$ cat src/design/fbfla_pkg.sv
`default_nettype none
// ----------------------------------------------------------------------------
// fbfla_pkg
// shared types and codes for the fixed block free list allocator
// ----------------------------------------------------------------------------
package fbfla_pkg;

    localparam int CFG_WIDTH = 16;
    localparam logic [CFG_WIDTH-1:0] BLOCK_BYTES_RESET = 16'd64;

    // command codes
    localparam logic [1:0] CMD_ALLOC  = 2'd0;
    localparam logic [1:0] CMD_FREE   = 2'd1;
    localparam logic [1:0] CMD_RESIZE = 2'd2;
    localparam logic [1:0] CMD_NOP    = 2'd3;

    // status codes
    localparam logic [1:0] STS_OK        = 2'd0;
    localparam logic [1:0] STS_EMPTY     = 2'd1;
    localparam logic [1:0] STS_TOO_LARGE = 2'd2;
    localparam logic [1:0] STS_NO_LIVE   = 2'd3;

    typedef struct packed {
        logic [1:0]  cmd;
        logic [5:0]  block_index;
        logic [31:0] requested_bytes;
    } in_item_t;

    typedef struct packed {
        logic [1:0]  status;
        logic [5:0]  granted_index;
        logic [21:0] bytes_in_use;
        logic [6:0]  live_count;
    } out_item_t;

    typedef enum logic [1:0] {
        STATE_INIT,
        STATE_IDLE,
        STATE_ALLOC_RD
    } state_t;

    // controller to datapath
    typedef struct packed {
        logic sweep_wr;
        logic accept;
        logic alloc_commit;
    } dp_cmd_t;

    // datapath to controller
    typedef struct packed {
        logic sweep_last;
        logic out_busy;
        logic alloc_go;
    } dp_stat_t;

endpackage
`default_nettype wire

$ cat src/design/fbfla_ctrl.sv
`default_nettype none
// ----------------------------------------------------------------------------
// fbfla_ctrl
// sequencer: link init sweep, transaction accept, two-step allocate
// ----------------------------------------------------------------------------
module fbfla_ctrl (
    input  wire logic               aclk,
    input  wire logic               aresetn,
    input  wire logic               s_valid,
    output logic                    s_ready,
    input  wire fbfla_pkg::dp_stat_t stat,
    output fbfla_pkg::dp_cmd_t      cmd
);
    import fbfla_pkg::*;

    state_t state_reg;
    state_t state_next;
    logic   accept;

    assign s_ready = (state_reg == STATE_IDLE) && !stat.out_busy;
    assign accept  = s_valid && s_ready;

    always_ff @(posedge aclk) begin
        if (!aresetn) begin
            state_reg <= STATE_INIT;
        end else begin
            state_reg <= state_next;
        end
    end

    always_comb begin
        state_next = state_reg;
        unique case (state_reg)
            STATE_INIT: begin
                if (stat.sweep_last) begin
                    state_next = STATE_IDLE;
                end
            end
            STATE_IDLE: begin
                if (accept && stat.alloc_go) begin
                    state_next = STATE_ALLOC_RD;
                end
            end
            STATE_ALLOC_RD: begin
                state_next = STATE_IDLE;
            end
            default: begin
                state_next = STATE_INIT;
            end
        endcase
    end

    always_comb begin
        cmd = '0;
        unique case (state_reg)
            STATE_INIT: begin
                cmd.sweep_wr = 1'b1;
            end
            STATE_IDLE: begin
                cmd.accept = accept;
            end
            STATE_ALLOC_RD: begin
                cmd.alloc_commit = 1'b1;
            end
            default: begin
                cmd = '0;
            end
        endcase
    end

endmodule
`default_nettype wire

$ cat src/design/fbfla_dp.sv
`default_nettype none
// ----------------------------------------------------------------------------
// fbfla_dp
// link memory, free list head, counters, config register and result register
// ----------------------------------------------------------------------------
module fbfla_dp #(
    parameter int NUM_BLOCKS = 64
) (
    input  wire logic                      aclk,
    input  wire logic                      aresetn,
    input  wire logic                      cfg_wr_en,
    input  wire logic [15:0]               cfg_wr_data,
    input  wire fbfla_pkg::in_item_t       s_data,
    output fbfla_pkg::out_item_t           m_data,
    output logic                           m_valid,
    input  wire logic                      m_ready,
    input  wire fbfla_pkg::dp_cmd_t        cmd,
    output fbfla_pkg::dp_stat_t            stat
);
    import fbfla_pkg::*;

    localparam int LW = $clog2(NUM_BLOCKS + 1);
    localparam int IW = (NUM_BLOCKS > 1) ? $clog2(NUM_BLOCKS) : 1;
    localparam logic [LW-1:0] NULL_LINK = LW'(NUM_BLOCKS);
    localparam logic [LW-1:0] LAST_IDX  = LW'(NUM_BLOCKS - 1);

    logic [LW-1:0] link_mem [NUM_BLOCKS];
    logic [LW-1:0] rd_data_reg;

    logic [LW-1:0]        head_reg, head_next;
    logic [31:0]          live_reg, live_next;
    logic [21:0]          used_reg, used_next;
    logic [CFG_WIDTH-1:0] blk_bytes_reg;
    logic [LW-1:0]        sweep_cnt_reg;
    out_item_t            out_reg, out_next;
    logic                 out_valid_reg;
    logic                 out_load;

    logic          wr_en;
    logic [IW-1:0] wr_addr;
    logic [LW-1:0] wr_data;

    logic head_empty;
    logic idx_in_range;

    assign head_empty   = (head_reg >= NULL_LINK);
    assign idx_in_range = (32'(s_data.block_index) < 32'(NUM_BLOCKS));

    assign stat.sweep_last = (sweep_cnt_reg == LAST_IDX);
    assign stat.out_busy   = out_valid_reg && !m_ready;
    assign stat.alloc_go   = (s_data.cmd == CMD_ALLOC) && !head_empty;

    assign m_data  = out_reg;
    assign m_valid = out_valid_reg;

    // link memory, read port always looks at the current head
    always_ff @(posedge aclk) begin
        if (wr_en) begin
            link_mem[wr_addr] <= wr_data;
        end
        rd_data_reg <= link_mem[head_reg[IW-1:0]];
    end

    always_comb begin
        head_next = head_reg;
        live_next = live_reg;
        used_next = used_reg;
        out_next  = out_reg;
        out_load  = 1'b0;
        wr_en     = 1'b0;
        wr_addr   = sweep_cnt_reg[IW-1:0];
        wr_data   = sweep_cnt_reg + LW'(1);

        if (cmd.sweep_wr) begin
            wr_en = 1'b1;
        end else if (cmd.alloc_commit) begin
            head_next = rd_data_reg;
            live_next = live_reg + 32'd1;
            used_next = used_reg + 22'(blk_bytes_reg);
            out_load  = 1'b1;
            out_next.status        = STS_OK;
            out_next.granted_index = 6'(head_reg);
            out_next.bytes_in_use  = used_next;
            out_next.live_count    = live_next[6:0];
        end else if (cmd.accept) begin
            out_next.status        = STS_OK;
            out_next.granted_index = '0;
            case (s_data.cmd)
                CMD_ALLOC: begin
                    // nonempty allocate finishes in the next cycle
                    out_load        = head_empty;
                    out_next.status = STS_EMPTY;
                end
                CMD_FREE: begin
                    out_load = 1'b1;
                    if (live_reg == 32'd0) begin
                        out_next.status = STS_NO_LIVE;
                    end else if (idx_in_range) begin
                        wr_en     = 1'b1;
                        wr_addr   = IW'(s_data.block_index);
                        wr_data   = head_reg;
                        head_next = LW'(s_data.block_index);
                        live_next = live_reg - 32'd1;
                        used_next = used_reg - 22'(blk_bytes_reg);
                    end
                end
                CMD_RESIZE: begin
                    out_load = 1'b1;
                    if (s_data.requested_bytes <= 32'(blk_bytes_reg)) begin
                        out_next.granted_index = s_data.block_index;
                    end else begin
                        out_next.status = STS_TOO_LARGE;
                    end
                end
                default: begin
                    out_load = 1'b1;
                end
            endcase
            out_next.bytes_in_use = used_next;
            out_next.live_count   = live_next[6:0];
        end
    end

    always_ff @(posedge aclk) begin
        if (!aresetn) begin
            head_reg      <= '0;
            live_reg      <= '0;
            used_reg      <= '0;
            blk_bytes_reg <= BLOCK_BYTES_RESET;
            sweep_cnt_reg <= '0;
            out_valid_reg <= 1'b0;
        end else begin
            head_reg <= head_next;
            live_reg <= live_next;
            used_reg <= used_next;
            if (cfg_wr_en) begin
                blk_bytes_reg <= cfg_wr_data;
            end
            if (cmd.sweep_wr) begin
                sweep_cnt_reg <= sweep_cnt_reg + LW'(1);
            end
            if (out_load) begin
                out_valid_reg <= 1'b1;
            end else if (m_ready) begin
                out_valid_reg <= 1'b0;
            end
        end
    end

    always_ff @(posedge aclk) begin
        if (out_load) begin
            out_reg <= out_next;
        end
    end

endmodule
`default_nettype wire

$ cat src/design/fixed_block_free_list_allocator_top.sv
`default_nettype none
// results: free, resize, no-op and empty-pool allocate results are registered
//   and appear in the cycle after acceptance; a nonempty allocate first does a
//   registered read of the link memory at the head, holding s_ready low meanwhile
// reset: synchronous active-low; afterwards the link memory is initialized by
//   a sweep over all blocks during which s_ready stays low
// ----------------------------------------------------------------------------
// fixed_block_free_list_allocator_top
// pool of NUM_BLOCKS fixed-size blocks managed as a lifo free list
// ----------------------------------------------------------------------------
module fixed_block_free_list_allocator_top #(
    parameter int NUM_BLOCKS = 64
) (
    input  wire logic                aclk,
    input  wire logic                aresetn,
    // config: block size in bytes
    input  wire logic                cfg_wr_en,
    input  wire logic [15:0]         cfg_wr_data,
    // command transactions
    input  wire logic                s_valid,
    output logic                     s_ready,
    input  wire fbfla_pkg::in_item_t s_data,
    // result transactions
    output logic                     m_valid,
    input  wire logic                m_ready,
    output fbfla_pkg::out_item_t     m_data
);
    import fbfla_pkg::*;

    dp_cmd_t  dp_cmd;
    dp_stat_t dp_stat;

    // controller: init sweep, accept gating, two-step allocate sequencing
    fbfla_ctrl u_ctrl (
        .aclk    (aclk),
        .aresetn (aresetn),
        .s_valid (s_valid),
        .s_ready (s_ready),
        .stat    (dp_stat),
        .cmd     (dp_cmd)
    );

    // datapath: link memory, head pointer, live count, byte usage, result reg
    fbfla_dp #(
        .NUM_BLOCKS (NUM_BLOCKS)
    ) u_dp (
        .aclk        (aclk),
        .aresetn     (aresetn),
        .cfg_wr_en   (cfg_wr_en),
        .cfg_wr_data (cfg_wr_data),
        .s_data      (s_data),
        .m_data      (m_data),
        .m_valid     (m_valid),
        .m_ready     (m_ready),
        .cmd         (dp_cmd),
        .stat        (dp_stat)
    );

endmodule
`default_nettype wire

$ cat config.mk
export PLATFORM = sky130hd
export DESIGN_NAME = fixed_block_free_list_allocator_top
export DESIGN_NICKNAME = d
export VERILOG_FILES = /design/src/design/fbfla_pkg.sv /design/src/design/fbfla_ctrl.sv /design/src/design/fbfla_dp.sv /design/src/design/fixed_block_free_list_allocator_top.sv
export SDC_FILE = /design/constraint.sdc
export NUM_CORES = 1
export LEC_CHECK = 0
export ABC_AREA = 1
export BUFFER_PORTS_ARGS = -buffer_cell sky130_fd_sc_hd__buf_4
export CORE_UTILIZATION = 40
export DETAILED_ROUTE_END_ITERATION = 7
export PLACE_DENSITY = 0.56
export SYNTH_ARGS = -nofsm -noshare
export SYNTH_HDL_FRONTEND = slang
export SYNTH_SLANG_ARGS = --single-unit
$ cat constraint.sdc
create_clock -name aclk -period 7.55 [get_ports aclk]
set_input_delay 0.755 -clock aclk [delete_from_list [all_inputs] [get_ports aclk]]
set_output_delay 0.755 -clock aclk [all_outputs]
set_load 0.05 [all_outputs]
# Yosys cells after proc, flatten, opt, wreduce, memory -nomap -nowiden
# Memories as Yosys holds them, arrays and structs flattened. A register that Yosys moved wholly into a read port is not among the register bits.
# Index checks and enable logic that the tools add are counted.
dict set report word_totals {
  inputBits 61
  reg_bits 124
  mem_bits_rw 448
  word_cells 95
  n_memories 1
  output_inout_bits 39
}
# name words word_bits read_ports rd_ports_with_merged_regs wr line
set memory_table {}
lappend memory_table {u_dp.link_mem 64 7 1 1 1 fbfla_dp.sv:27} ;# logic [LW-1:0] link_mem [NUM_BLOCKS];
dict set report op_classes {
  n_reduce_logical 18
  bitwise_logic 1
  eq_ne 8
  n_mux 48
  order_cmp 2
  add_sub_neg 5
}
# operator n
set ops {}
lappend ops {{$mux W32} 4}
lappend ops {{$mux W22} 4}
lappend ops {{$mux W7} 9}
lappend ops {{$mux W6} 7}
lappend ops {{$mux W37} 1}
lappend ops {{$mux W35} 1}
lappend ops {{$add A32 B1 Y32 const B} 1}
lappend ops {{$le A32 B16 Y1} 1}
lappend ops {{$logic_not A32 Y1} 1}
lappend ops {{$sub A32 B1 Y32 const B} 1}
lappend ops {{$add A22 B16 Y22} 1}
lappend ops {{$sub A22 B16 Y22} 1}
lappend ops {{$mux W1} 16}
lappend ops {{$pmux W2 S3} 2}
lappend ops {{$mux W2} 4}
lappend ops {{$add A7 B1 Y7 const B} 1}
lappend ops {{$eq A7 B6 Y1 const B} 1}
lappend ops {{$ge A7 B7 Y1 const B} 1}
lappend ops {{$ne A2 B2 Y1 const B} 3}
lappend ops {{$reduce_bool A2 Y1} 3}
lappend ops {{$logic_and A1 B1 Y1} 5}
lappend ops {{$eq A2 B1 Y1 const B} 2}
lappend ops {{$eq A2 B2 Y1 const B} 2}
lappend ops {{$logic_not A2 Y1} 2}
lappend ops {{other kinds (5)} 8}

# Longest topological paths before layout
# Gate-level depths: netlist of run 1.
dict set report logic_depth {
  word_depth 11
  ltp_mapped 16
  depth_no_buf 16
}

# Cells and area by module
# A second synthesis of run 1 with hierarchy kept.
dict set report unflattened {
  hier_cells 2790
  hier_area_um2 27221.1
}
# mod cells_each instances area_each_um2 seq_area_each_um2
set modules_own_cells {}
lappend modules_own_cells {fbfla_dp 2773 1 27109.8 16405.7}
lappend modules_own_cells {fbfla_ctrl 17 1 111.4 40.0}

# Least setup slack after synthesis of run 1
# Ideal clock, no wire load.
dict set report synth_timing {
  path_type {input to register}
  start {in m_ready}
  end {mem u_dp.link_mem[0][1] in the netlist's numbering (data pin)}
  path_stages 10
  arrival_time_ns 4.856
  n_path_buf 2
  slack_ns 1.993
  t_required_ns 6.848
  setup_ns 0.702
  cell_sequence {inv_1 > nand2_1 > inv_1 > nor3_2 > nand2_1 > nor2_2 > buf_6 > inv_2 > buf_2 > o21ai_0}
}
dict set report synth_via {
  elab_chain_len 9
}
# element line
set synth_lines {}
lappend synth_lines {{start, declared} fixed_block_free_list_allocator_top.sv:25} ;# input wire logic m_ready,
lappend synth_lines {{$logic_not A1 Y1} fbfla_dp.sv:50} ;# assign stat.out_busy = out_valid_reg && !m_ready;
lappend synth_lines {{$logic_and A1 B1 Y1} fbfla_dp.sv:50}
lappend synth_lines {{$logic_not A1 Y1} fbfla_ctrl.sv:20} ;# assign s_ready = (state_reg == STATE_IDLE) && !stat.out_busy;
lappend synth_lines {{$logic_and A1 B1 Y1} fbfla_ctrl.sv:20}
lappend synth_lines {{via s_ready} fixed_block_free_list_allocator_top.sv:21} ;# output logic s_ready,
lappend synth_lines {{$logic_and A1 B1 Y1} fbfla_ctrl.sv:21} ;# assign accept = s_valid && s_ready;
lappend synth_lines {{$mux W1} fbfla_ctrl.sv:55} ;# unique case (state_reg)
lappend synth_lines {{$mux W7} fbfla_dp.sv:85} ;# end else if (cmd.accept) begin
lappend synth_lines {{$mux W7} fbfla_dp.sv:76} ;# end else if (cmd.alloc_commit) begin
lappend synth_lines {{$mux W7} fbfla_dp.sv:74} ;# if (cmd.sweep_wr) begin
lappend synth_lines {{via u_dp.wr_data[1]} fbfla_dp.sv:41} ;# logic [LW-1:0] wr_data;
lappend synth_lines {{end, declared} fbfla_dp.sv:27}
# The timed path passes the listed nets, and every way through them passes these cells.

# Final worst setup path of run 1
dict set report layout_timing {
  start {reg u_ctrl.state_reg[1]}
  end {reg u_dp.live_reg[7]}
}
dict set report layout_via {
  elab_chain_len 6
  elab_cells_between_ends 14
  cone_classes {3 x eq/ne; 4 x mux; 1 x bitwise; 6 x reduce/logical}
}
# element line
set layout_lines {}
lappend layout_lines {{start, declared} fbfla_ctrl.sv:16} ;# state_t state_reg;
lappend layout_lines {{start signal, assigned} fbfla_ctrl.sv:27} ;# state_reg <= state_next;
lappend layout_lines {{$eq A2 B1 Y1} {fbfla_ctrl.sv:20, fbfla_ctrl.sv:55}}
lappend layout_lines {{$logic_and A1 B1 Y1} fbfla_ctrl.sv:20}
lappend layout_lines {{$logic_and A1 B1 Y1} fbfla_ctrl.sv:21}
lappend layout_lines {{$mux W1} fbfla_ctrl.sv:55}
lappend layout_lines {{$reduce_bool A2 Y1 (no line)} -}
lappend layout_lines {{$reduce_and A4 Y1 (no line)} -}
lappend layout_lines {{end signal, assigned} fbfla_dp.sv:134} ;# live_reg <= live_next;
lappend layout_lines {{end, declared} fbfla_dp.sv:31} ;# logic [31:0] live_reg, live_next;
# Several ways; a longest one is shown, not always the timed one.
# A chain may end at the register's enable or synchronous reset.

==> results of run 1 <==
==> tightest hold or removal path, stage by stage <==
cell and delay, ns:
buf_4 0.08, a21oi_1 0.05, o21ai_0 0.06
==> final timing paths <==
kind                                     startpoint               endpoint  slack [ns]  cells past startpoint
worst min register to register  u_dp.rd_data_reg[6]       u_dp.head_reg[6]        0.46                      2
worst min-delay path                 cfg_wr_data[6]  u_dp.blk_bytes_reg[6]        0.34                      3
worst max-delay path            u_ctrl.state_reg[1]       u_dp.live_reg[7]        3.62                     12
worst max register to register  u_ctrl.state_reg[1]       u_dp.live_reg[7]        3.62                     12
==> cells by family after synthesis <==
logic type	after synthesis
DFF	579
xor gates and xnor gates	33
adders and majority gates	53
buffers and inverters	349
and+or+nand+nor	1074
AOI/OAI and AO/OA	720
==> cell type report <==
type	instances	area (um^2)	share of cell area (%)
clock buffer	75	1700	5.54
clock inverter	40	403	1.31
inverter	202	764	2.49
multi-input combinational	1880	9410	30.6
sequential	579	16500	53.5
tap	873	1090	3.55
timing repair buffer	123	923	3.00
==> Yosys cell counts, drive strengths merged, types with 9 or more instances <==
library cell	n
inv	196
nand3	124
o22ai	115
o21ai	418
ha	51
nor3	30
o211ai	27
o21bai	9
edfxtp	485
nand2	381
xor2	33
nand4	29
buf	19
dfxtp	94
clkbuf	128
nor2	491
o221ai	9
a21oi	126
==> power groups by stage <==
stage	Clock [mW]	Combinational, mW	Sequential (mW)
4_1_cts	3.18	0.268	3.50
3_3_place_gp	0	0.265	3.57
5_1_grt	3.28	0.294	3.50
2_1_floorplan	0	0.138	3.57
6_report	3.12	0.270	3.50
3_5_place_dp	0	0.267	3.57
==> routing by layer <==
| layer | GRT usage [%] | wire length (um) | vias up |
|---|---|---|---|
| li1 | - | - | 9932 |
| met1 | 33.2 | 36900 | 10200 |
| met2 | 34.7 | 35500 | 799 |
| met3 | 4.27 | 5990 | 105 |
| met4 | 6.96 | 2040 | 0 |
| met5 | 0 | 0 | - |
==> per-stage QoR <==
stage | util, % | cells | power (mW) | hold slack [ns] | setup WS, ns
2_1_floorplan | - | 2808 | 3.71 | 0.431 | 1.99
3_3_place_gp | 42.6 | 3657 | 3.83 | 0.460 | 3.68
3_5_place_dp | 42.6 | 3657 | 3.84 | 0.457 | 3.63
4_1_cts | 45.8 | 3772 | 6.95 | 0.304 | 3.60
5_1_grt | 45.8 | 3772 | 7.08 | 0.335 | 3.21
6_report | 45.8 | 3772 | 6.89 | 0.339 | 3.62
==> placed cells by master, fill, tap and decap left out, types with 15 or more instances in the layout <==
| cell type | count |
|---|---|
| nor2_1 | 485 |
| edfxtp_1 | 485 |
| o21ai_0 | 405 |
| nand2_1 | 373 |
| inv_1 | 180 |
| a21oi_1 | 126 |
| nand3_1 | 123 |
| buf_4 | 123 |
| o22ai_1 | 115 |
| dfxtp_1 | 91 |
| clkbuf_16 | 65 |
| ha_1 | 51 |
| xor2_1 | 33 |
| nor3_1 | 29 |
| nand4_1 | 29 |
| o211ai_1 | 27 |
| clkinv_1 | 18 |
| inv_2 | 15 |
==> qor.yml, run 1 <==
grt:
  grtUsageTotal_pct: 22.9
  grt-ovfl-total: 0
  grt_pass1_wl_mm: 122
  grt_max_degree: 146
  grt_antenna_before_repair: 0
  first_global_vias: 20100
yosys:
  netlist_area_um2: 27100
  synth_xor_area_share_pct: 1.07
  yosysUniqueCellTypes: 45
  ys_warn_count: 0
  synth-simple-area-share_pct: 16.2
  ys_seq_area_share_pct: 60.6
  synth_top_family_by_area: "simple AND/OR/NAND/NOR gates"
  synthMuxAreaShare_pct: 0
  synth_compound_area_share_pct: 14.6
  ys.flop_type: "edfxtp_1"
  synth_edf_count: 485
  ys_ff_latch: 579
  synth_top_area_cell: "edfxtp_1"
  synthCells: 2808
  yosysTopAreaCellShare_pct: 53.7
  postSynthAreaPerCell_um2: 9.66
  synthAdderAreaFrac_pct: 2.50
  synth_nets: 2922
  synth_area_leaders: "edfxtp_1 54%, o21ai_0 7.6%, dfxtp_1 6.9%"
  async_reset_ff_share_pct: 0
timing:
  clock_skew_ns: 0.0420
  rsz0062_at_grt: "false"
  slew_violations: 0
  tns_ns: 0
  slew_headroom_pct: 30.0
  finalHoldViolations: 0
  period_share_pct: 52.1
  fin_crit_ns: 3.93
  tightest_slew_ns: 1.04
  finalSetupViolCount: 0
  fmax_mhz: 254
placed_design:
  gp_congestion: 0.937
  dp_hpwl_mm: 52.5
  dpl-instance-area_um2: 28600
  port_buffers: 99
cts:
  cts.repair.resized: 0
  ctsRootBufferMaster: "clkbuf_16"
  clock_path_buffers: 3
  postCtsSetupBuffers: 0
  clk_latency_ns: 0.64
  h-tree-depth: 2
  tritoncts: "yes"
  cts_made_buffers: 61
  cts.reportedPaths.clkPinSlew_ns: 0.06
  postCtsHoldBufs: 0
  clock_sinks: 579
finish:
  nNetsFinal: 2961
  syn_to_final_growth_pct: 13.4
  fillers: 6362
  stdcell_area_um2: 30700
  diodes: 0
  drive_gt1_share_pct: 9.38
  largest_reg_flops: 448
power:
  pwr-share-clk_pct: 45.3
  power_frac_comb_pct: 3.9
  p_int_mw: 5.37
  max-vdd-ir-drop_v: 0.000168
  swShare_pct: 22.0
  p_leak_nw: 11.5
  seqPwrFrac_pct: 50.8
  p_switching_mw: 1.51
  p_per_area_nw_per_um2: 224
critical_path:
  crit_fanout: 44
  cp_slowest_cell: "clkinv_1"
  cpMostUsedCell: "buf_4"
  slowest_delay_ns: 0.87
  crit_type: "reg2reg"
  cp-end-kind: "flop"
  crit_required_ns: 8.12
  crit_chain: "inv_1 -> nor2_4 -> buf_4 -> inv_1 -> buf_4 -> nand2_1 -> buf_4 -> nand2_2 -> clkinv_1 -> o21ai_0 -> o21ai_0 -> a21oi_1"
  cp_num_buf_inv: 6
  critPathLaunchType: "flop"
  path_delay_family: "buffers and inverters"
  worst_ep_arrival_time_ns: 4.50
die:
  initial_core_util_pct: 40.4
  num_rows: 95
  core_area_um2: 67200
  fp.dieW_um: 262
  ios: 100
  fp.dieArea_um2: 68800
  die_y_um: 262
flow_run:
  cap_violations: 0
route:
  routedWlPerCell_um: 21.3
  drc: 0
  drt-total-wl_mm: 80.4
  firstDrtPassIters: 6
  drt_iter0_drc: 2091
  ant_nets: 0
  vias_per_cell: 5.59
  num_vias: 21100
status:
  outcome: "completed"
min_path:
  hp-class: "in2reg"
Note: power is estimated with default switching activity, not from simulation.
==> inputs of run 2 (changes only) <==
clock period = 4 ns   (was 7.55 ns; I/O delays follow)
==> run 2 against run 1 <==
  * Sequential share of layout area shrank 0.57 points
  * Setup slack lost 3.3 ns
  * Clock skew shrank 0.014 ns
  * Cell count grew 0.77%
  * Critical path depth grew 3
  * Clock-buffer cell count is the same
  * Utilization grew 0.49 points
  * Clock power grew 87%
  * Global-route usage grew 0.29 points
  * Largest cell class unchanged
==> qor.yml, run 2 (synthesized netlist as in run 1, its figures left out) <==
timing:
  tns_ns: 0
  clock_skew_ns: 0.0277
  slew_violations: 0
  finalHoldViolations: 0
  slew_headroom_pct: 32.1
  fin_crit_ns: 3.69
  period_share_pct: 92.3
  fmax_mhz: 271
  finalSetupViolCount: 0
  setup_slack_ns: 0.308
  rsz0062_at_grt: "false"
  tightest_slew_ns: 1.01
finish:
  syn_to_final_growth_pct: 14.6
  multi_input_area_um2: 9410
  drive_gt1_share_pct: 10.3
  fin_cells: 3801
  final_cell_mix: "485 x nor2_1, 485 x edfxtp_1, 405 x o21ai_0"
  diodes: 0
  nNetsFinal: 2993
  final_core_util_pct: 46.3
  largest_reg_flops: 448
  fillers: 6277
  regArea_um2: 16500
critical_path:
  crit_required_ns: 4.25
  reg2reg_depth: 15
  worst-path-stages: 15
  cp-end-kind: "flop"
  reg2reg_to: "u_dp.link_mem[20][2]"
  r2r-start: "u_dp.live_reg[0]"
  crit_type: "reg2reg"
  worst_ep_arrival_time_ns: 3.94
  crit_fanout: 14
  cp_num_buf_inv: 3
  cp_slowest_cell: "nand4_1"
  path_delay_family: "simple AND/OR/NAND/NOR gates"
  critPathLaunchType: "flop"
  cp-startpoint: "u_dp.live_reg[0]"
  cpMostUsedCell: "nand2_2"
  critPathCapture: "u_dp.link_mem[20][2]"
  crit_chain: "inv_1 -> ha_1 -> nand2_1 -> nor2_1 -> nand2_2 -> nor2_2 -> nand2_2 -> nand2_2 -> nor2_2 -> buf_4 -> nand2_1 -> o21ai_4 -> nand4_1 -> buf_4 -> nor2_1"
  reg2reg_slack_ns: 0.31
  slowest_delay_ns: 0.45
cts:
  cts.reportedPaths.clkPinSlew_ns: 0.07
  cts_made_buffers: 61
  clock_path_buffers: 3
  tritoncts: "yes"
  clock_sinks: 579
  h-tree-depth: 2
  cts.repair.resized: 0
  ctsRootBufferMaster: "clkbuf_16"
  clk_latency_ns: 0.64
power:
  p_switching_mw: 2.83
  pwr-share-clk_pct: 44.9
  p_per_area_nw_per_um2: 419
  seqPwrFrac_pct: 50.8
  power_frac_comb_pct: 4.3
  power.total_mw: 13.0
  p_int_mw: 10.2
  max-vdd-ir-drop_v: 0.000285
  p_leak_nw: 11.7
  swShare_pct: 21.7
grt:
  first_global_vias: 20200
  grt_antenna_before_repair: 1
  grt_pass1_wl_mm: 123
  grt-ovfl-total: 0
  grt_max_degree: 183
  grtUsageTotal_pct: 23.2
die:
  core_area_um2: 67200
  ios: 100
  num_rows: 95
  fp.dieW_um: 262
  initial_core_util_pct: 40.4
  fp.dieArea_um2: 68800
  die_y_um: 262
flow_run:
  cap_violations: 0
placed_design:
  gp_congestion: 0.969
  pre_cts_slack_ns: 0.407
  port_buffers: 99
  dp_cells: 3687
  dp_hpwl_mm: 54.4
route:
  drt_iter0_drc: 2495
  firstDrtPassIters: 5
  drc: 0
  num_vias: 21400
  vias_per_cell: 5.63
  ant_nets: 0
  routedWlPerCell_um: 21.6
  drt-total-wl_mm: 82.1
status:
  outcome: "completed"
min_path:
  hp-start: "cfg_wr_data[6]"
  hp-class: "in2reg"
## run 2: what timing repair did
action	in CTS	in global routing
hold buffers	2	0
endpoints found under the hold margin	2	0
buffers inserted	0	0
## run 2: how the worst min path moves through the flow
stage | to | slack [ns] | depth (start not counted)
floorplan | u_dp.head_reg[6] | 0.43 | 2
global placement | u_dp.head_reg[6] | 0.44 | 2
detailed placement | u_dp.head_reg[6] | 0.45 | 2
CTS | u_dp.blk_bytes_reg[6] | 0.001 | 3
global route | u_dp.blk_bytes_reg[6] | 0.03 | 3
finish | u_dp.blk_bytes_reg[6] | 0.02 | 3
## run 2: layout make-up
class / instances / area share, %
tap: 873 / 3.52
inverter: 202 / 2.46
multi-input combinational: 1880 / 30.3
clock buffer: 75 / 5.28
timing repair buffer: 155 / 4.12
clock inverter: 37 / 1.41
sequential: 579 / 52.9
## run 2: per-stage QoR
stage	area (um^2)	hold WS [ns]
after floorplan	27100	0.431
final	31100	0.0234
after detailed placement	29000	0.445
after global placement	29000	0.444
after CTS	31100	0.00139
after global routing	31100	0.0314
## run 2: metal layers
layer	up-vias	track usage, %	wire length (um)
met3	150	4.48	6850
li1	9988	-	-
met5	-	0	0
met4	0	6.69	2130
met2	992	36.3	36600
met1	10300	32.7	36600
## run 2: worst reg2reg max path, cell delays in order (launching register included)
cell,delay (ns)
dfxtp_1,0.40
inv_1,0.12
ha_1,0.25
nand2_1,0.08
nor2_1,0.05
nand2_2,0.15
nor2_2,0.08
nand2_2,0.13
nand2_2,0.08
nor2_2,0.16
buf_4,0.28
nand2_1,0.14
o21ai_4,0.14
nand4_1,0.46
buf_4,0.35
nor2_1,0.42
## run 2: power groups by stage
stage	sequential (mW)	combinational (mW)	clock [mW]
after floorplan	6.73	0.262	0
after global placement	6.73	0.543	0
after detailed placement	6.73	0.548	0
after CTS	6.61	0.552	5.94
after global routing	6.61	0.600	6.15
final	6.61	0.558	5.84
